File: src/rtl/sh24_pkg.sv
// Shared types, constants and round functions for the SipHash-2-4 stream block.
// No dependencies; every rtl module refers to this package by scoped names.
package sh24_pkg;

  localparam logic [63:0] IV0        = 64'h736f6d6570736575;
  localparam logic [63:0] IV1        = 64'h646f72616e646f6d;
  localparam logic [63:0] IV2        = 64'h6c7967656e657261;
  localparam logic [63:0] IV3        = 64'h7465646279746573;
  localparam logic [63:0] FINAL_MARK = 64'h00000000000000ff;
  localparam int unsigned LEN_SHIFT  = 56;

  localparam int unsigned CFG_INDEX_W = 8;
  localparam logic [CFG_INDEX_W-1:0] CFG_KEY_LOW  = 8'd0;
  localparam logic [CFG_INDEX_W-1:0] CFG_KEY_HIGH = 8'd1;

  localparam int unsigned QUEUE_DEPTH = 2;
  localparam int unsigned QUEUE_AW    = $clog2(QUEUE_DEPTH);

  typedef struct packed {
    logic [63:0] v0;
    logic [63:0] v1;
    logic [63:0] v2;
    logic [63:0] v3;
  } chain_t;

  // One message handed from the front to the finalization pipeline.
  typedef struct packed {
    chain_t      chain;
    logic [63:0] tail;
  } fin_t;

  function automatic chain_t init_chain(input logic [63:0] kl, input logic [63:0] kh);
    chain_t s;
    s.v0 = IV0 ^ kl;
    s.v1 = IV1 ^ kh;
    s.v2 = IV2 ^ kl;
    s.v3 = IV3 ^ kh;
    return s;
  endfunction

  function automatic chain_t sip_round(input chain_t s);
    logic [63:0] a;
    logic [63:0] b;
    logic [63:0] c;
    logic [63:0] d;
    chain_t      r;
    a = s.v0 + s.v1;
    b = {s.v1[50:0], s.v1[63:51]};   // rotl 13
    b = b ^ a;
    a = {a[31:0], a[63:32]};
    c = s.v2 + s.v3;
    d = {s.v3[47:0], s.v3[63:48]};   // rotl 16
    d = d ^ c;
    a = a + d;
    d = {d[42:0], d[63:43]};         // rotl 21
    d = d ^ a;
    c = c + b;
    b = {b[46:0], b[63:47]};         // rotl 17
    b = b ^ c;
    c = {c[31:0], c[63:32]};
    r.v0 = a;
    r.v1 = b;
    r.v2 = c;
    r.v3 = d;
    return r;
  endfunction

  function automatic chain_t double_round(input chain_t s);
    return sip_round(sip_round(s));
  endfunction

  function automatic chain_t absorb(input chain_t s, input logic [63:0] m);
    chain_t t;
    t    = s;
    t.v3 = t.v3 ^ m;
    t    = double_round(t);
    t.v0 = t.v0 ^ m;
    return t;
  endfunction

endpackage

File: src/rtl/sh24_back.sv
// Finalization pipeline: tail absorb, then four rounds over the next two stages,
// the second being the output register. Stalls stage by stage. Depends on sh24_pkg.
module sh24_back (
  input  logic           clk,
  input  logic           rst,
  input  logic           in_valid,
  output logic           in_ready,
  input  sh24_pkg::fin_t in_data,
  output logic           out_valid,
  input  logic           out_ready,
  output logic [63:0]    out_hash
);

  sh24_pkg::chain_t s1_chain;
  sh24_pkg::chain_t s2_chain;
  sh24_pkg::chain_t s1_calc;
  sh24_pkg::chain_t s3_calc;
  logic             s1_valid;
  logic             s2_valid;
  logic             adv_out;
  logic             adv2;
  logic             adv1;

  assign adv_out  = !out_valid || out_ready;
  assign adv2     = !s2_valid || adv_out;
  assign adv1     = !s1_valid || adv2;
  assign in_ready = adv1;

  always_comb begin
    s1_calc    = sh24_pkg::absorb(in_data.chain, in_data.tail);
    s1_calc.v2 = s1_calc.v2 ^ sh24_pkg::FINAL_MARK;
  end

  assign s3_calc = sh24_pkg::double_round(s2_chain);

  always_ff @(posedge clk) begin
    if (adv1) begin
      s1_chain <= s1_calc;
    end
    if (adv2) begin
      s2_chain <= sh24_pkg::double_round(s1_chain);
    end
    if (adv_out) begin
      out_hash <= (s3_calc.v0 ^ s3_calc.v1) ^ (s3_calc.v2 ^ s3_calc.v3);
    end
  end

  always_ff @(posedge clk) begin
    if (rst) begin
      s1_valid  <= 1'b0;
      s2_valid  <= 1'b0;
      out_valid <= 1'b0;
    end else begin
      if (adv1) begin
        s1_valid <= in_valid;
      end
      if (adv2) begin
        s2_valid <= s1_valid;
      end
      if (adv_out) begin
        out_valid <= s2_valid;
      end
    end
  end

endmodule

File: config.mk
export PLATFORM = sky130hd
export DESIGN_NAME = sh24_back
export DESIGN_NICKNAME = d
export VERILOG_FILES = /design/src/rtl/sh24_pkg.sv /design/src/rtl/sh24_back.sv
export SDC_FILE = /design/constraint.sdc
export NUM_CORES = 2
export LEC_CHECK = 0
export BUFFER_PORTS_ARGS = -buffer_cell sky130_fd_sc_hd__clkbuf_2
export CORE_MARGIN = 5
export CORE_UTILIZATION = 33
export CTS_CLUSTER_SIZE = 12
export DETAILED_ROUTE_END_ITERATION = 8
export GPL_ROUTABILITY_DRIVEN = 0
export PLACE_DENSITY = 0.47
export SYNTH_ARGS = -nofsm -noshare
export SYNTH_HDL_FRONTEND = slang
export SYNTH_SLANG_ARGS = --single-unit
File: constraint.sdc
create_clock -name clk -period 15.75 [get_ports clk]
set_input_delay 2.3625 -clock clk [delete_from_list [all_inputs] [get_ports clk]]
set_output_delay 2.3625 -clock clk [all_outputs]
set_load 0.05 [all_outputs]
==> impl_metrics.py <==
metrics = {
    "status": {
        "status": "finished, violations left",
        "violations": "capacitance limit, slew limit",
    },
    "final_layout": {
        "layout.nets": 16100,
        "drive_gt1_share_pct": 8.56,
        "nFillCells": 35900,
        "design_area_um2": 126000,
        "area_growth_syn_to_layout_pct": 11.6,
    },
    "timing": {
        "setup_viol": 0,
        "fin_hold_ws_ps": 463,
        "slew_headroom_pct": -2.44,
        "fin_crit_ps": 15610,
        "finalClockSkew_ps": 40.4,
        "finalCritPeriodShare_pct": 99.1,
        "finalHoldViolations": 0,
        "rsz0062_at_grt": "false",
        "slew_violations": 3,
        "worstMarginPinSlew_ps": 1530,
        "max_freq_mhz": 64.0,
    },
    "synthesis": {
        "avgSynthCellArea_um2": 8.30,
        "ys_seq_area_share_pct": 15.4,
        "syn_nets": 15400,
        "yosysUniqueCellTypes": 103,
        "ys.flop_type": "edfxtp_1",
        "synth-seq-cells": 579,
        "netlist_instances": 13600,
        "yosys_warnings": 0,
        "ys_async_sr_fraction_pct": 0,
        "synthTopCellsByArea": "ha_1 (16%), edfxtp_1 (15%), xor2_1 (13%), xnor2_1 (10%), a21o_1 (6.9%)",
        "yosysTopAreaCellShare_pct": 16.1,
        "synth_area_um2": 113000,
        "synth_edf_count": 576,
        "synth_top_area_cell": "ha_1",
    },
    "floorplan": {
        "ios": 390,
        "die_w_um": 595,
        "design.core.area_um2": 340000,
        "std_cell_rows": 214,
        "dieArea_um2": 354000,
        "initial_utilization_pct": 33.2,
        "die_height_um": 595,
    },
    "drt": {
        "dr.pass1.iters": 8,
        "vias": 117000,
        "drtIter0Drc": 16200,
        "wirelength_mm": 682,
        "vias_per_cell": 6.18,
        "avgRoutedWirePerCell_um": 36.1,
        "drc_errors": 0,
        "antenna_left": 0,
    },
    "cts": {
        "cts_buffer_depth": 3,
        "cts.sinks": 579,
        "numCtsBuffers": 68,
        "tritoncts": "built",
        "cts_root_buf": "clkbuf_16",
        "hold_buffers": 0,
        "cts_setup_buffers": 0,
        "insertion_delay_ps": 730,
        "clk_pin_slew_worst_paths_ps": 70,
        "cts-resized-gates": 0,
        "cts_max_level": 3,
    },
    "worst_setup_path": {
        "r2r_start": "s1_chain[128]",
        "path_max_fanout": 5,
        "crit_start": "in_data[192]",
        "crit_family": "compound AO/OA/AOI/OAI gates",
        "rrSetupSlack_ps": 390,
        "crit_buf_inv": 6,
        "worstPathRequired_ps": 16190,
        "cp_slowest_cell": "xnor2_1",
        "crit_top_cell": "a21oi_1",
        "crit_path_end_kind": "flip-flop",
        "worst-r2r-cell-count": 48,
        "critPathArrivalTime_ps": 16050,
        "worstSetupPathType": "in -> reg",
        "rr_endpoint": "s2_chain[187]",
        "startpoint_type": "primary input",
        "slowest_delay_ps": 870,
    },
    "global_routing": {
        "grt_pass1_vias": 109000,
        "grt_pass1_wl_mm": 900,
        "grtUsageTotal_pct": 36.5,
        "antenna_found_initial": 43,
        "grt_overflow": 0,
        "grt_max_degree": 168,
    },
    "worst_hold_path": {
        "holdPathStages": 2,
        "min_to": "out_valid",
        "min_from": "s2_valid",
        "min_path_type": "reg -> reg",
    },
    "flow_run": {
        "maxCapViolCount": 1,
    },
    "placed_design": {
        "postPlaceCellArea_um2": 124000,
        "dp.final_hpwl_mm": 606,
        "port_buffers": 389,
    },
}
## state kept, by name, indices dropped and copies added, names as in the netlist
name / count
out_valid: 1
s1_chain: 256
s2_valid: 1
s1_valid: 1
out_hash: 64
s2_chain: 256
## through the flow
stage	instances	utilization, %	setup WS [ps]	setup TNS [ps]
2_1_floorplan	13600	-	2590	0
3_3_place_gp	18800	36.3	-147	-921
3_5_place_dp	18800	36.3	61.0	0
4_1_cts	18900	37.0	733	0
5_1_grt	18900	37.0	33.8	0
6_report	18900	37.0	137	0
## metal layers
metal  part of all wire (%)  track usage (%)  vias to the layer above
met5                  0.097            0.762                        -
met4                     12             35.8                       38
met3                     11             11.1                     2332
met2                     41             53.5                     7880
met1                     36             41.6                    55300
li1                       -                -                    51300
## Yosys cell counts, types with 37 or more instances
master / number
nand2_1: 764
nor2b_1: 174
clkbuf_1: 332
a31oi_1: 141
and2_1: 83
edfxtp_1: 576
nand4_1: 246
a221oi_1: 41
nor3_1: 162
or2_2: 50
o21ai_0: 716
o21a_1: 177
nand2b_1: 148
nand3_1: 272
xnor3_1: 81
a41oi_1: 37
o21bai_1: 266
inv_1: 509
a21boi_0: 51
a211oi_1: 133
ha_1: 1449
xor2_1: 1645
a21o_1: 1042
a21oi_1: 1417
xor3_1: 44
and3_1: 141
o211ai_1: 84
o31ai_1: 75
xnor2_1: 1324
nor2_1: 722
or3_1: 38
## kinds of logic after synthesis
logic type	Yosys count	share of synthesized area, %
flops	579	15.4
buf+inv	860	2.87
compound gates	4627	26.6
fa+ha+maj	1472	16.5
xor+xnor	3109	25.8
mux	4	0.0377
simple gates	2956	12.8
## worst register-to-register path, delay by kind of cell (launching register included)
family	cells	cell delay (ps)
buffers and inverters	3	620
AOI/OAI and AO/OA	27	7400
xor gates and xnor gates	6	3260
DFF	1	450
and+or+nand+nor	7	1340
adders and majority gates	5	2030
## area by class of cell
class	instances	area [um^2]	area share, %
clock buffers	79	1740	1.38
well taps	4536	5680	4.51
repair buffers	960	6350	5.04
clock inverters	36	447	0.355
flip-flops and latches	579	17400	13.8
inverters	509	1920	1.52
multi-input cells	12200	92400	73.3
diodes	37	92.6	0.0735
## worst max path at each step
stage,depth (start not counted),slack [ps],endpoint
after floorplan,54,2590,s1_chain[254]
after global placement,53,-150,s1_chain[254]
after detailed placement,53,60,s1_chain[250]
after CTS,53,730,s1_chain[250]
after global routing,54,30,s1_chain[242]
final,55,140,s1_chain[250]
## cell usage in the layout, fill, tap and decap left out, drive strengths merged, types with 174 or more instances in the layout
master and n:
buf 571, nand3 272, nand4 246, nor2 722
a21o 1042, clkbuf 468, a21oi 1420, o21ai 750
ha 1449, xor2 1653, xnor2 1331, edfxtp 576
nand2 764, o21a 177, inv 515, nor2b 174
o21bai 266
Power is left out: the tool's default activity adds up to more than one toggle a clock period on the data nets, which glitch-free logic cannot reach.
