===== config.mk =====
export PLATFORM = sky130hd
export DESIGN_NAME = sh24_queue
export DESIGN_NICKNAME = d
export VERILOG_FILES = /design/src/rtl/sh24_pkg.sv /design/src/rtl/sh24_queue.sv
export SDC_FILE = /design/constraint.sdc
export NUM_CORES = 1
export LEC_CHECK = 0
export BUFFER_PORTS_ARGS = -buffer_cell sky130_fd_sc_hd__buf_2
export CORE_AREA = 2 2 252 254
export CTS_BUF_LIST = sky130_fd_sc_hd__clkbuf_8
export CTS_CLUSTER_DIAMETER = 80
export DETAILED_ROUTE_END_ITERATION = 6
export DIE_AREA = 0 0 254 256
export PLACE_DENSITY = 0.69
export SYNTH_ARGS = -nofsm -noshare
export SYNTH_HDL_FRONTEND = slang
export SYNTH_SLANG_ARGS = --single-unit

===== constraint.sdc =====
create_clock -name clk -period 21.7 [get_ports clk]
set_input_delay 1.085 -clock clk [delete_from_list [all_inputs] [get_ports clk]]
set_output_delay 1.085 -clock clk [all_outputs]
set_load 0.05 [all_outputs]

===== src/rtl/sh24_pkg.sv =====
// Shared types, constants and round functions for the SipHash-2-4 stream block.
// No dependencies; every rtl module refers to this package by scoped names.
package sh24_pkg;

  localparam logic [63:0] IV0        = 64'h736f6d6570736575;
  localparam logic [63:0] IV1        = 64'h646f72616e646f6d;
  localparam logic [63:0] IV2        = 64'h6c7967656e657261;
  localparam logic [63:0] IV3        = 64'h7465646279746573;
  localparam logic [63:0] FINAL_MARK = 64'h00000000000000ff;
  localparam int unsigned LEN_SHIFT  = 56;

  localparam int unsigned CFG_INDEX_W = 8;
  localparam logic [CFG_INDEX_W-1:0] CFG_KEY_LOW  = 8'd0;
  localparam logic [CFG_INDEX_W-1:0] CFG_KEY_HIGH = 8'd1;

  localparam int unsigned QUEUE_DEPTH = 2;
  localparam int unsigned QUEUE_AW    = $clog2(QUEUE_DEPTH);

  typedef struct packed {
    logic [63:0] v0;
    logic [63:0] v1;
    logic [63:0] v2;
    logic [63:0] v3;
  } chain_t;

  // One message handed from the front to the finalization pipeline.
  typedef struct packed {
    chain_t      chain;
    logic [63:0] tail;
  } fin_t;

  function automatic chain_t init_chain(input logic [63:0] kl, input logic [63:0] kh);
    chain_t s;
    s.v0 = IV0 ^ kl;
    s.v1 = IV1 ^ kh;
    s.v2 = IV2 ^ kl;
    s.v3 = IV3 ^ kh;
    return s;
  endfunction

  function automatic chain_t sip_round(input chain_t s);
    logic [63:0] a;
    logic [63:0] b;
    logic [63:0] c;
    logic [63:0] d;
    chain_t      r;
    a = s.v0 + s.v1;
    b = {s.v1[50:0], s.v1[63:51]};   // rotl 13
    b = b ^ a;
    a = {a[31:0], a[63:32]};
    c = s.v2 + s.v3;
    d = {s.v3[47:0], s.v3[63:48]};   // rotl 16
    d = d ^ c;
    a = a + d;
    d = {d[42:0], d[63:43]};         // rotl 21
    d = d ^ a;
    c = c + b;
    b = {b[46:0], b[63:47]};         // rotl 17
    b = b ^ c;
    c = {c[31:0], c[63:32]};
    r.v0 = a;
    r.v1 = b;
    r.v2 = c;
    r.v3 = d;
    return r;
  endfunction

  function automatic chain_t double_round(input chain_t s);
    return sip_round(sip_round(s));
  endfunction

  function automatic chain_t absorb(input chain_t s, input logic [63:0] m);
    chain_t t;
    t    = s;
    t.v3 = t.v3 ^ m;
    t    = double_round(t);
    t.v0 = t.v0 ^ m;
    return t;
  endfunction

endpackage


===== src/rtl/sh24_queue.sv =====
// Short register queue of finished-absorb messages between front and back.
// Depends on sh24_pkg.
module sh24_queue (
  input  logic           clk,
  input  logic           rst,
  input  logic           push,
  input  sh24_pkg::fin_t push_data,
  output logic           full,
  output logic           head_valid,
  output sh24_pkg::fin_t head_data,
  input  logic           pop
);

  localparam int unsigned AW = sh24_pkg::QUEUE_AW;

  sh24_pkg::fin_t entries [sh24_pkg::QUEUE_DEPTH];
  logic [AW-1:0]  wr_ptr;
  logic [AW-1:0]  rd_ptr;
  logic [AW:0]    count;
  logic           do_pop;

  assign full       = (count == (AW+1)'(sh24_pkg::QUEUE_DEPTH));
  assign head_valid = (count != '0);
  assign head_data  = entries[rd_ptr];
  assign do_pop     = pop && head_valid;

  always_ff @(posedge clk) begin
    if (push) begin
      entries[wr_ptr] <= push_data;
    end
  end

  always_ff @(posedge clk) begin
    if (rst) begin
      wr_ptr <= '0;
      rd_ptr <= '0;
      count  <= '0;
    end else begin
      if (push) begin
        wr_ptr <= wr_ptr + 1'b1;
      end
      if (do_pop) begin
        rd_ptr <= rd_ptr + 1'b1;
      end
      unique case ({push, do_pop})
        2'b10:   count <= count + 1'b1;
        2'b01:   count <= count - 1'b1;
        default: count <= count;
      endcase
    end
  end

endmodule


==> run summary, run 1 <==
The run finished with clean final reports. For this run, the detailed router's first-pass iteration total came to 5. The transition time of the tightest slew-check pin was 1230 ps. The critical path is of the reg -> out type.

The cell with the most instances after synthesis is sky130_fd_sc_hd__edfxtp_1. No sink is reached through more buffers than the 3 on the longest clock path. Yosys printed 0 warnings. For this block, the routed nets add up to 51,900 um of wire. Number of global-route vias before repair: 13,100.

Number of buffers created by CTS: 103. The logs give 516 ps for the worst hold slack after final layout and 0 for the aggregate global routing overflow. The post-detailed-route wirelength per cell was 19.4 um. Buffers placed on the I/O ports in this run total 645. Net switching is 36.4% of the power. The DRC marker count from the first detailed-route iteration was 636. Share of synthesized flip-flops with an asynchronous set or reset: 0%. The utilization of the core after routing is 47.0%, and the die boundary height is 256 um. Sorting the synthesized cells by area gives the leading types as sky130_fd_sc_hd__edfxtp_1 (82%), sky130_fd_sc_hd__mux2_2 (15%), sky130_fd_sc_hd__buf_6 (1.6%). Setup violations remaining at the end of the flow were counted as 0. Cell area after synthesis: 23,400 um2. After routing, the total negative slack on setup checks comes to 0 ps. The hold violation count in the final report was 0; the net count after synthesis was 1,344. Routability-driven placement finished with a final weighted congestion of 0.812.

Ranked by instance count, the synthesized netlist is headed by sky130_fd_sc_hd__edfxtp_1 (640), sky130_fd_sc_hd__mux2_2 (320), sky130_fd_sc_hd__buf_6 (33), sky130_fd_sc_hd__dfxtp_1 (5), sky130_fd_sc_hd__nor2_1 (5). The nature of the critical path endpoint was an output port. The area growth from synthesis to final layout is 25.1%, and the internal power component is 0.00223 W.

The CTS root buffer is sky130_fd_sc_hd__clkbuf_8. The largest net degree at the start of global routing is 172, and the net switching power of the design is 0.00128 W. Setup repair after global routing left no endpoint under its margin. Max-cap violations in this run came to 0. The minimum clock period after layout came out at 4510 ps.

TritonCTS built the clock tree. For this run, design rule violations remaining after detail routing come to 0. Number of enable flip-flop cells after synthesis: 640. The run gives 17,190 ps as the setup slack after layout.

The largest area contributor in the synthesized netlist was sky130_fd_sc_hd__edfxtp_1. Of the available clock period, the critical path in the final layout requires 20.8%. The run gives 29.8 ps as the post-route clock skew.

The fraction of the yosys area taken by sequential cells is 82.5%, and the count of final max-slew check failures is 0. The analysis attributes to cell leakage a power of 11.0 nW. The highest ir drop seen on vdd was 0.0787 mV; the synthesized area per cell was 23.0 um2. Global routing used 26.9% of the available met2 tracks. For this block, the via count after detailed routing is 12,200.

The post-detailed-route via-to-cell ratio was 4.57; the critical path data arrival time was 3420 ps. Once the clock tree was built, the resizer swapped 0 gates to a different size. Number of standard cells after synthesis: 1,019.

In this run the count of I/O pins placed on the die edge is 646. At the end of the flow, the number of nets in the layout was 2,067. Chip width: 254 um. The worst pin sits at a relative slew slack of 17.8%. Type of the tightest min-delay check: reg -> reg. The share of total power dissipated in the clock network is 26.2%. The run gives 92 as the floorplan row count. For the total half-perimeter wirelength after legalization and detailed placement, the log shows 35,100 um.

The placeable core area was 62,400 um2; the number of buffers inserted by post-CTS setup repair was 0. The number of distinct library cell variants in the gate-level netlist after synthesis is 17, and the clock-pin slew on the worst setup and hold paths is 60 ps. Peak-usage layer in the global routing report: met2. Timing analysis after detailed placement gives a worst setup slack of 17,600 ps. The run gives 14 as the initial antenna violation count. Sequential share of power: 42.6%. For the power after layout, the log shows 0.00351 W.

The tools report the sort of element at the start of the critical path as a flip-flop. Most used flip-flop cell after synthesis: sky130_fd_sc_hd__edfxtp_1. The initial utilization of the core area, before any placement, comes to 37.5%. In this run, the combinational gates consume 31.2% of the power.

The die covers 65,000 um2. The total of flip-flops plus latches after synthesis works out to 645. The share of synthesized area in the top cell type comes to 82.0%.

The number of hold buffers added after CTS was 0. Counting every sink on the clock net gives 645. Dividing total power by cell area gives a power density of 120 nW/um2. In this run the worst path has a maximum fanout of 76. The run gives 76,000 um as the wire length of the first global-routing pass.

The met3 usage in global routing is 5.81%, and the maximum clock frequency is 0.222 GHz. The clock tree synthesis step divided the H-tree into 3 levels. Global routing used 15.3% of the available tracks. For met1 alone, demand over resource in global routing was 16.7%. In this run the remaining antenna-violating nets after routing total 0. For the worst-skew pair, the clock arrives at the later sink with an insertion delay of 690 ps. The required arrival time at the worst endpoint was 20,610 ps. The fraction of final layout cells sized beyond drive strength 1 came out at 60.5%.
## state kept, by name, indices dropped and copies added, names as in the netlist, named ones only
register,count
count,2
entries,640
rd_ptr,1
wr_ptr,1
## cells in the final DEF, fill, tap and decap left out, types with 2 or more instances in the layout
master                       count
sky130_fd_sc_hd__clkinv_1       16
sky130_fd_sc_hd__clkinv_8        3
sky130_fd_sc_hd__clkbuf_8      106
sky130_fd_sc_hd__buf_12          2
sky130_fd_sc_hd__edfxtp_1      640
sky130_fd_sc_hd__dfxtp_1         4
sky130_fd_sc_hd__nor2_1          4
sky130_fd_sc_hd__buf_4           7
sky130_fd_sc_hd__clkinv_2        8
sky130_fd_sc_hd__clkinvlp_4      2
sky130_fd_sc_hd__buf_2         645
sky130_fd_sc_hd__diode_2        12
sky130_fd_sc_hd__inv_1          46
sky130_fd_sc_hd__xnor2_1         3
sky130_fd_sc_hd__mux2_2        320
## cells by family after synthesis
kind of cell / share of synthesized area (%)
buffers and inverters: 1.67
AOI/OAI and AO/OA: 0.0748
muxes: 15.4
adders and majority gates: 0.0534
DFF: 82.5
and+or+nand+nor: 0.198
xor gates and xnor gates: 0.150
## metrics by stage
| stage | instances | instance area (um2) |
|---|---|---|
| 2_1_floorplan | 1019 | 23400 |
| 3_3_place_gp | 2483 | 27400 |
| 3_5_place_dp | 2483 | 27400 |
| 4_1_cts | 2666 | 29300 |
| 5_1_grt | 2675 | 29300 |
| 6_report | 2678 | 29300 |
## critical path: stages (launching register included)
cell and delay (ps):
sky130_fd_sc_hd__dfxtp_4 1020, sky130_fd_sc_hd__buf_4 900, sky130_fd_sc_hd__mux2_2 450, sky130_fd_sc_hd__buf_2 220
## power by group through the flow
stage	clock network (W)	registers [W]	logic [W]
finish	0.000921	0.00150	0.00110
global route	0.00101	0.00151	0.00114
CTS	0.000956	0.00150	0.00111
global placement	0	0.00152	0.00110
detailed placement	0	0.00153	0.00110
floorplan	0	0.00153	0.000915
## metal layers
metal | vias up | share of wire, %
met5 | - | 0.079
met4 | 6 | 2.3
met3 | 97 | 8.8
met2 | 484 | 53
met1 | 6084 | 36
li1 | 5558 | -
## worst paths after layout
path | startpoint | endpoint | slack [ps] | depth (start not counted)
min reg2reg | rd_ptr | flip-flop | 520 | 2
max | flip-flop | head_data[270] | 17190 | 3
min | rd_ptr | flip-flop | 520 | 2
max reg2reg | wr_ptr | entries[1][201] | 18410 | 3
## final cells by class
cell class                      instances  area [um2]
Antenna cell                           12        30.0
Clock buffer                          106        1460
Clock inverter                         77         388
Fill cell                            5380       33100
Inverter                                1        3.75
Multi-Input combinational cell        337        3720
Sequential cell                       645       19300
Tap cell                              846        1060
Timing Repair Buffer                  654        3320
(Power assumes the default switching activity.)
==> run 2, diff against run 1 <==
- clock period: 21.7 -> 4.5 ns (I/O delays scaled with it)
==> run 2 against run 1 <==
  * Via count up 13%
  * Non-clock buffer count up 334
  * Clock power rose to 4.8 times the previous value
  * Total power rose to 4.9 times the previous value
  * Final cell count up 12%
  * Combinational power rose to 5.1 times the previous value
  * Die area unchanged
  * Cell area up 11%
  * Global-route usage up 1.7 points
  * Critical path type unchanged
==> run summary, run 2 (same netlist as run 1, synthesis figures left out) <==
The number of endpoints failing setup at the final stage is 0 (unchanged). The share of power burned in combinational logic is 32.4% (+1.2 points), and the clock-pin slew on the worst setup and hold paths is 60 ps (about the same). The tools report the total half-perimeter wirelength after legalization and detailed placement as 36,500 um (+3.8%).

The required arrival time at the worst endpoint was 4280 ps (-16,330 ps); the sequential share of power was 41.8% (-0.8 points). The number of remaining DRC errors is 0 (unchanged), and the leakage power is 12.4 nW (+13%). Aggregate global routing overflow: 0 (unchanged). The count of final max-slew check failures was 0 (unchanged). The number of global-route vias before repair was 15,300 (+17%); the final clock period utilization by the worst path was 65.7%.

The nature of the critical path endpoint is an output port. In the final layout, the registers with the most flip-flops are entries (640), count (2). In the layout the commonest cells are sky130_fd_sc_hd__buf_2 (645), sky130_fd_sc_hd__edfxtp_1 (640), sky130_fd_sc_hd__dlygate4sd3_1 (324). The logs give 0 (unchanged) for the count of antenna-violating nets left after detailed routing and 65,000 um2 (unchanged) for the die area.

The number of cells on the worst reg-to-reg path came out at 2 (-1). The critical path class is reg -> out. The post-detailed-route wirelength per cell is 19.2 um (-0.81%), and the net count of the finished layout is 2,401 (+16%). TritonCTS built the clock tree. The switching share of power came out at 36.4% (about the same).

The tools report the number of max-cap violations as 0 (unchanged). Clock tree synthesis selected as its root buffer the cell sky130_fd_sc_hd__clkbuf_8. Worst flop-to-flop path startpoint: wr_ptr. The total of fill cells in the finished design is 4,932 (-8.3%). Setup repair after global routing left no endpoint under its margin. The wire length after detailed routing came out at 57,600 um (+11%). The endpoint of the worst setup timing path is head_data[32]. The setup slack after placement was 2200 ps (-15,400 ps); the non-filler instance count after layout was 2,999 (+12%). The flow ran to the end, and the final reports show no timing, DRC or antenna violations. Timing would allow up to 0.338 GHz.

The run gives 34.3% (+16 points) as the worst max-slew margin expressed relative to the limit. Type of the tightest min-delay check: in -> reg. The post-placement cell area was 27,600 um2 (+0.60%); the flop-to-flop setup slack was 2400 ps (-16,010 ps).

The internal power component is 0.0110 W (+390%). The largest net degree at the start of global routing is 138 (-20%). The number of cells on the worst hold path came out at 2 (unchanged). The die boundary height came out at 256 um (unchanged). The endpoint identified for the worst register-to-register timing path is entries[1][177].

The chip width came out at 254 um (unchanged). The library cell used most frequently in the layout, excluding fill and tap cells, is sky130_fd_sc_hd__buf_2. Clock group share of total power: 25.7% (-0.5 points).

For the overall track demand over capacity in global routing, the log shows 17.0% (+1.7 points). For the post-route clock skew, the log shows 29.9 ps (+0.0420 ps). The tools report the worst-case clock buffer depth as 3 (unchanged). STA classifies the critical path startpoint as a flip-flop.

The number of buffers inserted by post-CTS setup repair is 0 (unchanged). The number of flip-flops under the largest register name was 640 (unchanged); the post-detailed-route via-to-cell ratio was 4.61 (+0.93%). The run gives 670 ps (-20 ps) as the clock insertion delay at the later pin of the skew report. The wire length of the first global-routing pass was 84,800 um (+12%).

The fraction of final layout cells sized beyond drive strength 1 came out at 51.5% (-9.0 points). The worst hold slack after final layout came out at 271 ps (-245 ps). The flip-flop and latch area was 19,300 um2 (about the same). The number of clock sinks seen by CTS was 645 (unchanged); the number of placed cells counting well taps was 2,493 (+0.40%). The number of buffers created by CTS was 103 (unchanged).

The maximum fanout count along the critical path came out at 75 (-1.3%). The tools report the hold violation count in the final report as 0 (unchanged). The run gives 13,800 (+13%) as the via count. The area growth from synthesis to layout is 39.4%.

The initial antenna violation count is 3 (-11), and the net switching power of the design is 0.00628 W (+390%). More flip-flops sit in one register than any other, and that register is entries. For the placeable core area, the log shows 62,400 um2 (unchanged). The area of the multi-input gates was 3720 um2 (unchanged); the setup slack after layout was 1540 ps (-15,650 ps).

The critical path data arrival time came out at 2730 ps (-690 ps). The run gives 92 (unchanged) as the floorplan row count. The logs give 5 (unchanged) for the length of the first detailed-routing pass in iterations and 0.844 (+3.9%) for the placer's final routability congestion estimate. For the highest ir drop seen on vdd, the log shows 0.426 mV (+440%). The initial standard-cell utilization of the core is 37.5% (unchanged), and the cell area power density is 528 nW/um2 (+340%). The count of H-tree levels built during CTS is 3 (unchanged), and the final instance area is 32,700 um2 (+11%). For the total I/O pin count, the log shows 646 (unchanged). The transition time of the tightest slew-check pin was 985 ps (-247 ps). The count of input and output buffers works out to 645 (unchanged).

Subtracting the final worst setup slack from the clock period gives 2960 ps. The tools report the DRC marker count from the first detailed-route iteration as 785 (+23%).
run 2: metal layers:
| layer | vias to the layer above | global-route usage [%] | wire [um] |
|---|---|---|---|
| li1 | 6218 | - | - |
| met1 | 6875 | 17.1 | 19900 |
| met2 | 566 | 31.7 | 31300 |
| met3 | 163 | 4.98 | 4020 |
| met4 | 0 | 8.27 | 2430 |
| met5 | - | 0 | 0 |
run 2: cell type report:
type | instances | share of cell area, %
Clock inverter | 73 | 1.11
Timing Repair Buffer | 988 | 20.6
Sequential cell | 645 | 59.2
Inverter | 1 | 0.0115
Multi-Input combinational cell | 337 | 11.4
Tap cell | 846 | 3.24
Antenna cell | 4 | 0.0307
Clock buffer | 105 | 4.43
run 2: repair_timing:
action | CTS | global route
gates resized for setup | 0 | 0
endpoints found under the hold margin | 651 | 0
hold buffers | 324 | 0
run 2: critical path, stage by stage, from the launching register on:
cell and delay (ps):
sky130_fd_sc_hd__dfxtp_4 920, sky130_fd_sc_hd__buf_12 390, sky130_fd_sc_hd__mux2_2 400, sky130_fd_sc_hd__buf_2 210
run 2: power groups by stage:
stage,combinational (W),clock (W),sequential [W]
after floorplan,0.00441,0,0.00727
after global placement,0.00530,0,0.00732
after detailed placement,0.00535,0,0.00734
after CTS,0.00561,0.00455,0.00722
after global routing,0.00580,0.00484,0.00725
final,0.00560,0.00443,0.00722
run 2: worst min-delay path by stage:
stage                         from         endpoint  slack (ps)
floorplan                      rst           wr_ptr         290
global placement    push_data[305]  entries[1][305]         410
detailed placement  push_data[213]  entries[1][213]         420
CTS                 push_data[261]  entries[0][261]         170
global route        push_data[258]  entries[0][258]         210
finish              push_data[186]  entries[1][186]         270
run 2: stage by stage:
step                util, %  power, W  setup TNS (ps)
finish                 52.3    0.0172               0
floorplan                 -    0.0117         -380310
detailed placement     44.2    0.0127               0
global route           52.3    0.0179               0
global placement       44.2    0.0126               0
CTS                    52.3    0.0174               0
